`src/hdl/stbm_pkg.sv`:
```
// Package for the source token boundary marker.
// Types, constants and character classing functions; no dependencies.
package stbm_pkg;

   localparam int MaxNestingDefault = 16;
   localparam int CsrIdxWidth = 2;
   localparam int CsrDataWidth = 8;
   localparam logic [7:0] XorChar = 8'hA4;

   typedef enum logic [CsrIdxWidth-1:0] {
      CSR_COMMENT  = 2'd0,
      CSR_STRING   = 2'd1,
      CSR_DECIMAL  = 2'd2,
      CSR_EXPONENT = 2'd3
   } csr_idx_type;

   typedef enum logic [3:0] {
      TK_SPACE   = 4'd0,
      TK_TEXT    = 4'd1,
      TK_NUMBER  = 4'd2,
      TK_HEX     = 4'd3,
      TK_OPER    = 4'd4,
      TK_OPEN    = 4'd5,
      TK_CLOSE   = 4'd6,
      TK_STRING  = 4'd7,
      TK_COMMENT = 4'd8,
      TK_EOL     = 4'd9,
      TK_UNREC   = 4'd10
   } kind_type;

   typedef enum logic [2:0] {
      ERR_NONE     = 3'd0,
      ERR_UNTERM   = 3'd1,
      ERR_MISMATCH = 3'd2,
      ERR_UNCLOSED = 3'd3,
      ERR_OVERFLOW = 3'd4
   } err_type;

   typedef enum logic [1:0] {
      BR_ROUND  = 2'd0,
      BR_SQUARE = 2'd1,
      BR_CURLY  = 2'd2
   } bracket_type;

   typedef struct packed {
      logic [7:0] comment_char;
      logic [7:0] string_char;
      logic [7:0] decimal_char;
      logic [7:0] exponent_char;
   } cfg_type;

   // one byte paired with its lookahead, as queued from front to back
   typedef struct packed {
      logic [7:0] raw;
      logic [7:0] nxt;
      logic       final_b;
   } pair_type;

   typedef struct packed {
      logic [7:0] out_char;
      logic [3:0] token_kind;
      logic       token_start;
      logic [4:0] bracket_depth;
      logic [2:0] error_code;
      logic       last;
   } rsp_type;

   function automatic logic [7:0] as_space(input logic [7:0] c);
      return (c == 8'h09 || c == 8'h0D) ? 8'h20 : c;
   endfunction

   function automatic logic is_digit(input logic [7:0] c);
      return c >= "0" && c <= "9";
   endfunction

   function automatic logic is_text(input logic [7:0] c);
      return (c >= "A" && c <= "Z") || (c >= "a" && c <= "z") || c == "_" || c == "@";
   endfunction

   function automatic logic has_mix_set(input logic [7:0] c);
      return c == "." || c == "," || c == ":" || c == "<" || c == ">";
   endfunction

   function automatic logic in_mix_set(input logic [7:0] s, input logic [7:0] c);
      logic r;
      r = 1'b0;
      case (s)
         ".":     r = c == "." || is_digit(c);
         "<":     r = c == "=";
         ">":     r = c == "=" || c == "-";
         default: r = 1'b0;
      endcase
      return r;
   endfunction

   function automatic logic mixes(input logic [7:0] a, input logic [7:0] b);
      logic r;
      if (has_mix_set(a)) begin
         r = in_mix_set(a, b);
      end else if (has_mix_set(b)) begin
         r = in_mix_set(b, a);
      end else begin
         r = 1'b1;
      end
      return r;
   endfunction

   function automatic kind_type kind_of(input logic [7:0] c, input logic [7:0] n,
                                        input cfg_type cfg);
      kind_type k;
      logic op;
      op = ((c >= 8'd33 && c <= 8'd47) || (c >= 8'd58 && c <= 8'd64) || c == "^" ||
            c == "|" || c == XorChar) && c != cfg.comment_char && c != cfg.string_char;
      if (is_text(c))                          k = TK_TEXT;
      else if (c == "0" && n == "x")           k = TK_HEX;
      else if (is_digit(c))                    k = TK_NUMBER;
      else if (c == "(" || c == "[" || c == "{") k = TK_OPEN;
      else if (c == ")" || c == "]" || c == "}") k = TK_CLOSE;
      else if (op)                             k = TK_OPER;
      else if (c == cfg.comment_char)          k = TK_COMMENT;
      else if (c == cfg.string_char)           k = TK_STRING;
      else if (c == 8'h0A)                     k = TK_EOL;
      else                                     k = TK_UNREC;
      return k;
   endfunction

   function automatic logic joins(input kind_type rg, input kind_type t,
                                  input logic [7:0] p, input logic [7:0] c,
                                  input logic [7:0] n, input cfg_type cfg);
      logic r;
      r = 1'b0;
      if (!mixes(p, c)) begin
         r = 1'b0;
      end else if (t == rg) begin
         r = 1'b1;
      end else begin
         case (rg)
            TK_TEXT:   r = t == TK_NUMBER;
            TK_HEX:    r = t == TK_NUMBER || (p == "0" && c == "x") ||
                           (c >= "a" && c <= "f") || (c >= "A" && c <= "F");
            TK_NUMBER: r = (c == cfg.decimal_char && is_digit(n)) ||
                           c == cfg.exponent_char ||
                           (p == cfg.exponent_char && (c == "+" || c == "-"));
            default:   r = 1'b0;
         endcase
      end
      return r;
   endfunction

   function automatic bracket_type bracket_code(input logic [7:0] c);
      bracket_type b;
      case (c)
         "[", "]": b = BR_SQUARE;
         "{", "}": b = BR_CURLY;
         default:  b = BR_ROUND;
      endcase
      return b;
   endfunction

endpackage

```
`src/hdl/stbm_stream_if.sv`:
```
// Valid/ready stream interface carrying one payload.
// Depends on nothing; payload type set by parameter.
interface stbm_stream_if #(
   parameter type PayloadType = logic [8:0]
);
   logic       valid;
   logic       ready;
   PayloadType payload;

   modport source (output valid, output payload, input ready);
   modport sink (input valid, input payload, output ready);
endinterface

```
`src/hdl/source_token_boundary_marker_unit.sv`:
```
// Top level of the source token boundary marker.
// Depends on stbm_pkg, stbm_stream_if, stbm_front, stbm_queue, stbm_back.
//
//   channel | dir | payload
//   req     | in  | char_code[7:0], end_of_text
//   rsp     | out | out_char, token_kind, token_start, bracket_depth, error_code, last
//   csr     | in  | csr_we, csr_idx[1:0], csr_wdata[7:0]
//
// One request per cycle while the queue has room; after an end_of_text request
// that follows a held byte, req is not ready until the final pair is pushed. Results
// pass the queue, then the back result register. Reset is synchronous and clears all
// control state. A stalled rsp side fills the two-entry queue, then stalls req.
module source_token_boundary_marker_unit import stbm_pkg::*; #(
   parameter int MaxNesting = MaxNestingDefault
) (
   input  logic                   clock,
   input  logic                   reset,
   stbm_stream_if.sink            req,
   stbm_stream_if.source          rsp,
   input  logic                   csr_we,
   input  logic [CsrIdxWidth-1:0] csr_idx,
   input  logic [CsrDataWidth-1:0] csr_wdata
);
   cfg_type  cfg_ff, cfg_in;
   logic     q_push, q_room, q_valid, q_pop;
   pair_type q_in, q_head;
   logic [8:0] req_bits;
   rsp_type  rsp_bits;

   // configuration registers
   always_comb begin
      cfg_in = cfg_ff;
      if (csr_we) begin
         case (csr_idx_type'(csr_idx))
            CSR_COMMENT:  cfg_in.comment_char  = csr_wdata;
            CSR_STRING:   cfg_in.string_char   = csr_wdata;
            CSR_DECIMAL:  cfg_in.decimal_char  = csr_wdata;
            CSR_EXPONENT: cfg_in.exponent_char = csr_wdata;
            default: ;
         endcase
      end
   end

   always_ff @(posedge clock) begin
      if (reset) begin
         cfg_ff <= '{comment_char: 8'd35, string_char: 8'd34,
                     decimal_char: 8'd46, exponent_char: 8'd101};
      end else begin
         cfg_ff <= cfg_in;
      end
   end

   assign req_bits = req.payload;

   stbm_front u_front (
      .clock, .reset,
      .in_valid(req.valid), .in_ready(req.ready),
      .in_char(req_bits[8:1]), .in_end(req_bits[0]),
      .q_push, .q_data(q_in), .q_room
   );

   stbm_queue u_queue (
      .clock, .reset,
      .push(q_push), .push_data(q_in), .room(q_room),
      .head_valid(q_valid), .head_data(q_head), .pop(q_pop)
   );

   stbm_back #(.MaxNesting(MaxNesting)) u_back (
      .clock, .reset, .cfg(cfg_ff),
      .head_valid(q_valid), .head_data(q_head), .pop(q_pop),
      .out_valid(rsp.valid), .out_ready(rsp.ready), .out_data(rsp_bits)
   );

   assign rsp.payload = rsp_bits;
endmodule

```
`src/hdl/stbm_front.sv`:
```
// Front stage: holds one byte of lookahead and emits byte/lookahead pairs.
// Depends on stbm_pkg. Up to two pairs per request, fed into the queue.
module stbm_front import stbm_pkg::*; (
   input  logic       clock,
   input  logic       reset,
   input  logic       in_valid,
   output logic       in_ready,
   input  logic [7:0] in_char,
   input  logic       in_end,
   output logic       q_push,
   output pair_type   q_data,
   input  logic       q_room
);
   logic       held_valid_ff, held_valid_in;
   logic [7:0] held_char_ff, held_char_in;
   logic       second_ff, second_in;   // final pair still owed
   logic [7:0] last_char_ff, last_char_in;

   always_comb begin
      held_valid_in = held_valid_ff;
      held_char_in  = held_char_ff;
      second_in     = second_ff;
      last_char_in  = last_char_ff;
      q_push        = 1'b0;
      q_data        = '0;
      in_ready      = 1'b0;
      if (second_ff) begin
         // emit the final byte with zero lookahead
         q_data = '{raw: last_char_ff, nxt: 8'd0, final_b: 1'b1};
         if (q_room) begin
            q_push    = 1'b1;
            second_in = 1'b0;
         end
      end else begin
         in_ready = q_room;
         if (in_valid && q_room) begin
            if (held_valid_ff) begin
               q_push = 1'b1;
               q_data = '{raw: held_char_ff, nxt: in_char, final_b: 1'b0};
               if (in_end) begin
                  second_in    = 1'b1;
                  last_char_in = in_char;
               end
            end else if (in_end) begin
               q_push = 1'b1;
               q_data = '{raw: in_char, nxt: 8'd0, final_b: 1'b1};
            end
            held_valid_in = !in_end;
            held_char_in  = in_char;
         end
      end
   end

   always_ff @(posedge clock) begin
      if (reset) begin
         held_valid_ff <= 1'b0;
         second_ff     <= 1'b0;
      end else begin
         held_valid_ff <= held_valid_in;
         second_ff     <= second_in;
      end
      held_char_ff <= held_char_in;
      last_char_ff <= last_char_in;
   end
endmodule

```
`src/hdl/stbm_queue.sv`:
```
// Short queue between front and back stages.
// Depends on stbm_pkg. Two entries in registers, pass-through free.
module stbm_queue import stbm_pkg::*; (
   input  logic     clock,
   input  logic     reset,
   input  logic     push,
   input  pair_type push_data,
   output logic     room,
   output logic     head_valid,
   output pair_type head_data,
   input  logic     pop
);
   pair_type   slot_ff [2];
   logic       rd_ff, rd_in, wr_ff, wr_in;
   logic [1:0] cnt_ff, cnt_in;

   assign room       = cnt_ff != 2'd2;
   assign head_valid = cnt_ff != 2'd0;
   assign head_data  = slot_ff[rd_ff];

   always_comb begin
      rd_in  = rd_ff ^ pop;
      wr_in  = wr_ff ^ push;
      cnt_in = cnt_ff + {1'b0, push} - {1'b0, pop};
   end

   always_ff @(posedge clock) begin
      if (reset) begin
         rd_ff  <= 1'b0;
         wr_ff  <= 1'b0;
         cnt_ff <= 2'd0;
      end else begin
         rd_ff  <= rd_in;
         wr_ff  <= wr_in;
         cnt_ff <= cnt_in;
      end
      if (push) begin
         slot_ff[wr_ff] <= push_data;
      end
   end
endmodule

```
`src/hdl/stbm_back.sv`:
```
// Back stage: classifies one byte per cycle, unless stalled, into a registered result.
// Depends on stbm_pkg. Keeps token, string, comment and bracket state.
module stbm_back import stbm_pkg::*; #(
   parameter int MaxNesting = MaxNestingDefault
) (
   input  logic     clock,
   input  logic     reset,
   input  cfg_type  cfg,
   input  logic     head_valid,
   input  pair_type head_data,
   output logic     pop,
   output logic     out_valid,
   input  logic     out_ready,
   output rsp_type  out_data
);
   localparam int CntW = $clog2(MaxNesting + 1);
   localparam int IdxW = (MaxNesting > 1) ? $clog2(MaxNesting) : 1;

   kind_type    tok_ff, tok_in;
   logic        str_ff, str_in, cmt_ff, cmt_in;
   logic [7:0]  prior_ff, prior_in;
   logic [CntW-1:0] cnt_ff, cnt_in;
   bracket_type stack_ff [MaxNesting];
   logic        push_en;
   logic        valid_ff, valid_in;
   rsp_type     rsp_ff, rsp_in;
   logic [7:0]  c, n;
   kind_type    t, kind;
   logic        start;
   err_type     err;
   bracket_type top;

   assign pop       = head_valid && (!valid_ff || out_ready);
   assign out_valid = valid_ff;
   assign out_data  = rsp_ff;

   always_comb begin
      c     = as_space(head_data.raw);
      n     = head_data.final_b ? 8'd0 : as_space(head_data.nxt);
      t     = kind_of(c, n, cfg);
      top   = (cnt_ff != '0) ? stack_ff[IdxW'(cnt_ff - 1'b1)] : BR_ROUND;
      tok_in = tok_ff;
      str_in = str_ff;
      cmt_in = cmt_ff;
      cnt_in = cnt_ff;
      kind   = TK_SPACE;
      start  = 1'b0;
      err    = ERR_NONE;
      push_en = 1'b0;
      if (cmt_ff) begin
         kind = TK_COMMENT;
         if (c == 8'h0A) cmt_in = 1'b0;
      end else if (str_ff && c == cfg.string_char) begin
         kind   = TK_STRING;
         str_in = 1'b0;
      end else if (str_ff && c != 8'h0A) begin
         kind = TK_STRING;
      end else begin
         if (str_ff) begin
            err    = ERR_UNTERM;
            str_in = 1'b0;
         end
         if (c == 8'h20) begin
            tok_in = TK_SPACE;
         end else if (tok_ff != TK_SPACE && t != TK_OPEN && t != TK_CLOSE &&
                      joins(tok_ff, t, prior_ff, c, n, cfg)) begin
            kind = tok_ff;
         end else begin
            kind   = t;
            start  = 1'b1;
            tok_in = TK_SPACE;
            case (t)
               TK_TEXT, TK_NUMBER, TK_HEX, TK_OPER, TK_UNREC: tok_in = t;
               TK_OPEN: begin
                  if (cnt_ff >= CntW'(MaxNesting)) err = ERR_OVERFLOW;
                  else begin
                     push_en = 1'b1;
                     cnt_in  = cnt_ff + 1'b1;
                  end
               end
               TK_CLOSE: begin
                  if (cnt_ff == '0) err = ERR_MISMATCH;
                  else begin
                     if (top != bracket_code(c)) err = ERR_MISMATCH;
                     cnt_in = cnt_ff - 1'b1;
                  end
               end
               TK_STRING:  str_in = 1'b1;
               TK_COMMENT: cmt_in = 1'b1;
               default: ;
            endcase
         end
      end
      prior_in = c;
      rsp_in.out_char      = head_data.raw;
      rsp_in.token_kind    = kind;
      rsp_in.token_start   = start;
      rsp_in.bracket_depth = 5'(cnt_in);
      rsp_in.error_code    = err;
      rsp_in.last          = head_data.final_b;
      if (head_data.final_b) begin
         if (err == ERR_NONE && str_in) rsp_in.error_code = ERR_UNTERM;
         else if (err == ERR_NONE && cnt_in != '0) rsp_in.error_code = ERR_UNCLOSED;
         tok_in   = TK_SPACE;
         str_in   = 1'b0;
         cmt_in   = 1'b0;
         cnt_in   = '0;
         prior_in = 8'd0;
      end
      valid_in = pop ? 1'b1 : (out_ready ? 1'b0 : valid_ff);
   end

   always_ff @(posedge clock) begin
      if (reset) begin
         tok_ff   <= TK_SPACE;
         str_ff   <= 1'b0;
         cmt_ff   <= 1'b0;
         cnt_ff   <= '0;
         prior_ff <= 8'd0;
         valid_ff <= 1'b0;
      end else begin
         valid_ff <= valid_in;
         if (pop) begin
            tok_ff   <= tok_in;
            str_ff   <= str_in;
            cmt_ff   <= cmt_in;
            cnt_ff   <= cnt_in;
            prior_ff <= prior_in;
         end
      end
      if (pop) begin
         rsp_ff <= rsp_in;
         if (push_en) stack_ff[IdxW'(cnt_ff)] <= bracket_code(c);
      end
   end
endmodule

```
`src/flat_wrapper.sv`:
```
// flat-port wrapper written by rule: the top's interface ports become plain ports
module source_token_boundary_marker_unit_flat import stbm_pkg::*;
#(
   parameter int MaxNesting = MaxNestingDefault
)
  (clock, reset, csr_we, csr_idx, csr_wdata, req_valid, req_payload, req_ready, rsp_valid, rsp_payload, rsp_ready);
  stbm_stream_if #(.PayloadType(logic [8:0])) req_i ();
  stbm_stream_if #(.PayloadType(rsp_type)) rsp_i ();
  input  logic clock;
  input  logic reset;
  input  logic csr_we;
  input  logic [CsrIdxWidth-1:0] csr_idx;
  input  logic [CsrDataWidth-1:0] csr_wdata;
  input wire logic [$bits(req_i.valid)-1:0] req_valid;
  input wire logic [$bits(req_i.payload)-1:0] req_payload;
  output wire logic [$bits(req_i.ready)-1:0] req_ready;
  output wire logic [$bits(rsp_i.valid)-1:0] rsp_valid;
  output wire logic [$bits(rsp_i.payload)-1:0] rsp_payload;
  input wire logic [$bits(rsp_i.ready)-1:0] rsp_ready;
  assign req_i.valid = req_valid;
  assign req_i.payload = req_payload;
  assign req_ready = req_i.ready;
  assign rsp_valid = rsp_i.valid;
  assign rsp_payload = rsp_i.payload;
  assign rsp_i.ready = rsp_ready;
  source_token_boundary_marker_unit #(.MaxNesting(MaxNesting)) u_core (.clock(clock), .reset(reset), .req(req_i), .rsp(rsp_i), .csr_we(csr_we), .csr_idx(csr_idx), .csr_wdata(csr_wdata));
endmodule
```
`config.mk`:
```
export PLATFORM = sky130hd
export DESIGN_NAME = source_token_boundary_marker_unit_flat
export DESIGN_NICKNAME = d
export VERILOG_FILES = /design/src/hdl/stbm_pkg.sv /design/src/hdl/stbm_stream_if.sv /design/src/hdl/source_token_boundary_marker_unit.sv /design/src/hdl/stbm_front.sv /design/src/hdl/stbm_queue.sv /design/src/hdl/stbm_back.sv /design/src/flat_wrapper.sv
export SDC_FILE = /design/constraint.sdc
export NUM_CORES = 1
export LEC_CHECK = 0
export CORE_ASPECT_RATIO = 0.8
export CORE_MARGIN = 2
export CORE_UTILIZATION = 50
export DETAILED_ROUTE_END_ITERATION = 10
export DONT_BUFFER_PORTS = 1
export SYNTH_ARGS = -nofsm -noshare
export SYNTH_HDL_FRONTEND = slang
export SYNTH_SLANG_ARGS = --single-unit
```
`constraint.sdc`:
```
create_clock -name clock -period 5.76 [get_ports clock]
set_clock_uncertainty 0.1 [all_clocks]
set_input_delay 0.864 -clock clock [delete_from_list [all_inputs] [get_ports clock]]
set_output_delay 0.864 -clock clock [all_outputs]
set_load 0.05 [all_outputs]
```
# After elaboration in Yosys (flattened, before gate mapping)
# Memory sizes are Yosys's and may differ from the RTL's. A register that Yosys moved wholly into a read port is not among the register bits.
# Cells that the tools add are included.
totals:
  reg_bits: 96
  mem_bits_rw: 66
  inputBits: 24
  memories: 2
classes:
  add_sub_neg: 4
  magnitude_cmp: 17
  n_eq_ne: 68
  mux: 117
  bitwise_logic: 3
  n_reduce_logical: 77
memory_table:
  columns: ["memory", "depth", "width", "rd", "rd_clocked_by_memory_dff", "write_ports", "line_no", "rtl"]
  rows:
  - ["u_core.u_queue.slot_ff", 2, 17, 1, 1, 1, "stbm_queue.sv:13", "pair_type slot_ff [2];"]
  - ["u_core.u_back.stack_ff", 16, 2, 1, 0, 1, "stbm_back.sv:23", "bracket_type stack_ff [MaxNesting];"]
ops:
  columns: ["cell", "count"]
  rows:
  - ["8-bit by 6-bit equality test with 1-bit output (second input constant)", 20]
  - ["8-bit by 7-bit equality test with 1-bit output (second input constant)", 10]
  - ["4-bit 2-to-1 mux", 19]
  - ["17-bit 2-to-1 mux", 4]
  - ["1-bit 2-to-1 mux", 54]
  - ["8-bit by 4-bit equality test with 1-bit output (second input constant)", 5]
  - ["8-bit equality test", 5]
  - ["8-bit by 6-bit greater-or-equal comparator with 1-bit output (second input constant)", 5]
  - ["8-bit by 7-bit <= comparator with 1-bit output (second input constant)", 5]
  - ["5-bit 2-to-1 mux", 8]
  - ["3-bit 2-to-1 mux", 11]
  - ["8-bit by 6-bit <= comparator with 1-bit output (second input constant)", 4]
  - ["1-bit logical OR", 32]
  - ["8-bit 2-to-1 mux", 4]
  - ["1-bit logical AND", 24]
  - ["2-bit 2-to-1 mux", 11]
  - ["4-bit by 2-bit equality test with 1-bit output (second input constant)", 4]
  - ["4-bit by 3-bit equality test with 1-bit output (second input constant)", 4]
  - ["8-bit by 7-bit greater-or-equal comparator with 1-bit output (second input constant)", 2]
  - ["8-bit inequality test", 2]
  - ["5-bit one-hot mux with 2 select lines", 1]
  - ["2-bit AND reduction", 5]
  - ["5-bit nonzero test", 2]
  - ["1-bit one-hot mux with 3 select lines", 3]
  - ["31 further kinds", 42]

# Logic depth before layout (Yosys ltp)
depth:
  word_depth: 48
  ltp_mapped: 17
  depth_no_buf: 12

# Hierarchy
# From an unflattened synthesis, not the netlist that was laid out.
hier_totals:
  cells_unflattened: 793
  area_unflattened_um2: 8755.9
by_module_without_submodules:
  columns: ["module", "instances", "cells_each", "area_per_inst_um2", "seq_area_each_um2"]
  rows:
  - ["stbm_back", 1, 518, 5066.1, 2021.9]
  - ["stbm_queue", 1, 72, 1477.7, 1101.1]
  - ["source_token_boundary_marker_unit", 1, 125, 1283.7, 640.6]
  - ["stbm_front", 1, 78, 928.4, 520.5]

# Worst setup path after synthesis
# OpenSTA, ideal clock, no wires.
synth_path:
  path_type: "register to register"
  from: "mem u_core.u_queue.slot_ff[1][15] (netlist bit)"
  to: "mem u_core.u_back.stack_ff[12][0] (netlist bit) (enable)"
  arrival_ps: 3584
  required_time_ps: 5344
  slack_ps: 1760
  path_stages_with_launch: 13
  n_path_buf: 2
  synth_period_minus_slack_ps: 4000
  path_cell_list: "edfxtp_1 > or3b_1 > clkbuf_1 > a222oi_1 > a21oi_1 > a221o_1 > or4_4 > o22ai_4 > mux2_4 > o22ai_4 > o211ai_4 > buf_6 > nor3_2"
synth_lines:
  columns: ["item", "line_no"]
  rows:
  - ["start: declaration", "stbm_queue.sv:13"]
  - ["end: declaration", "stbm_back.sv:23"]

==> results.json <==
{
  "outcome": "finished clean",
  "crit_required_ps": 5810,
  "pin_count": 48,
  "comb_power_share_pct": 29.9,
  "drc": 0,
  "cp-end-kind": "register",
  "ys_warn_count": 0,
  "dp.final_hpwl_mm": 16.7,
  "slew_headroom_pct": 34.5,
  "viasPerCell": 6.37,
  "syn_avg_cell_area_um2": 10.5,
  "hold_ws_ps": 365,
  "diodes": 0,
  "post_cts_resized": 0,
  "grt_overflow": 0,
  "yosysTopAreaCellShare_pct": 35.1,
  "fin_setup_tns_ps": 0,
  "ys_types": 99,
  "crit_path_cell_trace": "mux2i_2 > xnor2_1 > nor4_1 > o21ai_1 > nor4_4 > o21ai_2 > a211o_4 > xnor2_4 > o211ai_4 > o21ai_0",
  "dieWidth_um": 153,
  "pwr-share-seq_pct": 42.0,
  "cts_buffer_depth": 2,
  "final_cell_count_no_fill": 1073,
  "wl_met3_mm": 1.60,
  "finalCriticalPeriod_ps": 5080,
  "post_drt_wl_per_cell_um": 21.6,
  "ys_top_cells_by_count": "edfxtp_1 (104), nand2_1 (76), nor2_1 (67), dfxtp_1 (58)",
  "maxSlewViolCount": 0,
  "clkSlewWorstSetupHoldPaths_ps": 70,
  "peakVddDrop_mv": 0.286,
  "track_usage_pct": 25.5,
  "first_pass_iters": 6,
  "dp_cells": 1041,
  "setup_viol": 0,
  "p_sw_share_pct": 39.2,
  "die_y_um": 123,
  "grt_start_max_net_pins": 60,
  "drt_iter0_markers": 689,
  "min_path_type": "register to register",
  "antenna_found_initial": 0,
  "met2RoutedLength_mm": 10.1,
  "numPortBuffers": 0,
  "arrival_ps": 5130,
  "fillCellCount": 1495,
  "seq_area_frac_synth_pct": 48.1,
  "yosys-top-cells-area": "edfxtp_1 (35%), dfxtp_1 (13%), nand2_1 (3.2%)",
  "insertion_delay_ps": 430,
  "clock_sinks": 162,
  "synth.cell_area_um2": 8910,
  "worstMarginPinSlew_ps": 979,
  "slowest_stage": "mux2i_2",
  "drv_cap": 0,
  "highest_layer": "met4",
  "initial_core_util_pct": 51.3,
  "nNetsFinal": 867,
  "area_delta_synth_final_pct": 9.17,
  "htree_levels": 4,
  "regToRegSetupSlack_ps": 680,
  "final_antenna_net_count": 0,
  "grt_pass1_wl_mm": 37.1,
  "met1_length_mm": 11.2,
  "crit_type": "register to register",
  "synth_top_area_cell": "edfxtp_1",
  "crit_path_max_fanout": 44,
  "cpPeakStageDelay_ps": 860,
  "clkPwrFrac_pct": 28.2,
  "synth_nets": 879,
  "grt_pass1_vias": 6486,
  "totalWireLength_mm": 23.2,
  "max_freq_mhz": 197,
  "synthArstFlopShare_pct": 0,
  "final_hold_viol_count": 0,
  "synth_enable_flop_cells": 104,
  "rsz0062_at_grt": "false",
  "ys.flop_type": "edfxtp_1",
  "p_per_area_nw_per_um2": 442,
  "ys_seq_elements": 162,
  "drive_gt1_share_pct": 13.1,
  "postCtsSetupBuffers": 0,
  "min_period_over_period_pct": 88.3,
  "p_sw_uw": 1690,
  "gp_congestion": 0.960,
  "vias": 6833,
  "design.die.area_um2": 18900,
  "postSynthCellCount": 847,
  "leakage_uw": 0.00345,
  "tritoncts": "built",
  "yosysMostFrequentCell": "edfxtp_1",
  "row_count": 43,
  "root_buffer": "clkbuf_16",
  "core-area_um2": 17400,
  "internal-power_uw": 2610,
  "cts_made_buffers": 17,
  "ctsHoldBuffers": 0,
  "crit_path_start_kind": "register"
}
-- area by class of cell --
type | count | area, µm² | area share [%]
Timing Repair Buffer | 14 | 105 | 1.08
Clock buffer | 19 | 443 | 4.55
Inverter | 36 | 135 | 1.39
Sequential cell | 162 | 4290 | 44.1
Clock inverter | 13 | 189 | 1.94
Tap cell | 225 | 282 | 2.89
Multi-Input combinational cell | 604 | 4290 | 44.1
-- power by group through the flow --
| stage | clock network, µW | logic [µW] | registers, µW |
|---|---|---|---|
| floorplan | 0 | 994 | 1750 |
| global placement | 0 | 1240 | 1820 |
| detailed placement | 0 | 1250 | 1830 |
| CTS | 1230 | 1260 | 1800 |
| global route | 1280 | 1390 | 1830 |
| finish | 1210 | 1280 | 1800 |
-- layer usage --
metal,vias to the layer above,GRT usage [%]
met3,34,5.75
met2,280,37.7
met4,0,6.77
met5,-,0
met1,3343,38.0
li1,3176,-
-- stage by stage --
step           power (µW)  utilization (%)  instance area [µm²]  setup slack [ps]
2_1_floorplan        2740                -                 8910              1760
3_3_place_gp         3070             52.3                 9090               725
3_5_place_dp         3080             52.3                 9090               687
4_1_cts              4290             56.0                 9730               683
5_1_grt              4500             56.0                 9730               351
6_report             4300             56.0                 9730               676
-- placed cells by master, fill, tap and decap left out, types with 8 or more instances in the layout --
cell type | netlist | final
edfxtp_1 | 104 | 104
nand2_1 | 76 | 76
nor2_1 | 67 | 67
dfxtp_1 | 58 | 57
inv_1 | 36 | 36
a21oi_1 | 36 | 36
o21ai_0 | 30 | 29
xnor2_1 | 25 | 25
nor3_1 | 25 | 25
mux2i_1 | 21 | 21
nand3b_1 | 18 | 18
nor3_2 | 17 | 17
clkbuf_16 | 0 | 17
xor2_1 | 14 | 14
buf_4 | 2 | 14
and2_1 | 13 | 13
nand3_1 | 13 | 13
nor3b_1 | 12 | 12
nor4_1 | 11 | 11
o22ai_1 | 11 | 11
nor2b_1 | 10 | 10
a222oi_1 | 10 | 10
a22oi_1 | 10 | 10
a211o_1 | 9 | 9
nand4_1 | 8 | 8
mux4_2 | 8 | 8
ha_1 | 8 | 8
-- worst paths after layout --
| path | from | endpoint | cells past startpoint |
|---|---|---|---|
| worst min register to register | u_core.cfg_ff[14] | u_core.cfg_ff[14] | 2 |
| worst max-delay path | u_core.u_queue.rd_ff | u_core.u_back.out_data[8] | 10 |
| worst max register to register | u_core.u_queue.rd_ff | u_core.u_back.out_data[8] | 10 |
| worst min-delay path | u_core.cfg_ff[14] | u_core.cfg_ff[14] | 2 |
-- logic make-up (layout without fill, tap and decap cells) --
| family | Yosys count | count (layout) | synth area share [%] |
|---|---|---|---|
| DFF | 162 | 162 | 48.1 |
| buffers and inverters | 81 | 82 | 3.79 |
| xor gates and xnor gates | 41 | 41 | 4.33 |
| muxes | 38 | 38 | 5.77 |
| AOI/OAI and AO/OA | 192 | 192 | 16.2 |
| adders and majority gates | 8 | 8 | 1.12 |
| and+or+nand+nor | 325 | 325 | 20.7 |
-- worst max-delay path, delay by kind of cell (launching register included) --
kind | cells | cell delay, ps
xor+xnor | 2 | 300
simple gates | 2 | 930
mux | 1 | 860
compound gates | 5 | 1750
flops | 1 | 840
-- state kept, by name, summed over array words and instances (netlist names), 4 cells and up --
name and count:
u_core.cfg_ff 32, u_core.u_back.cnt_ff 5, u_core.u_back.out_data 22, u_core.u_back.prior_ff 8, u_core.u_back.stack_ff 32, u_core.u_back.tok_ff 4
u_core.u_front.held_char_ff 8, u_core.u_front.last_char_ff 8, u_core.u_queue.slot_ff 34
(Power assumes the default switching activity.)
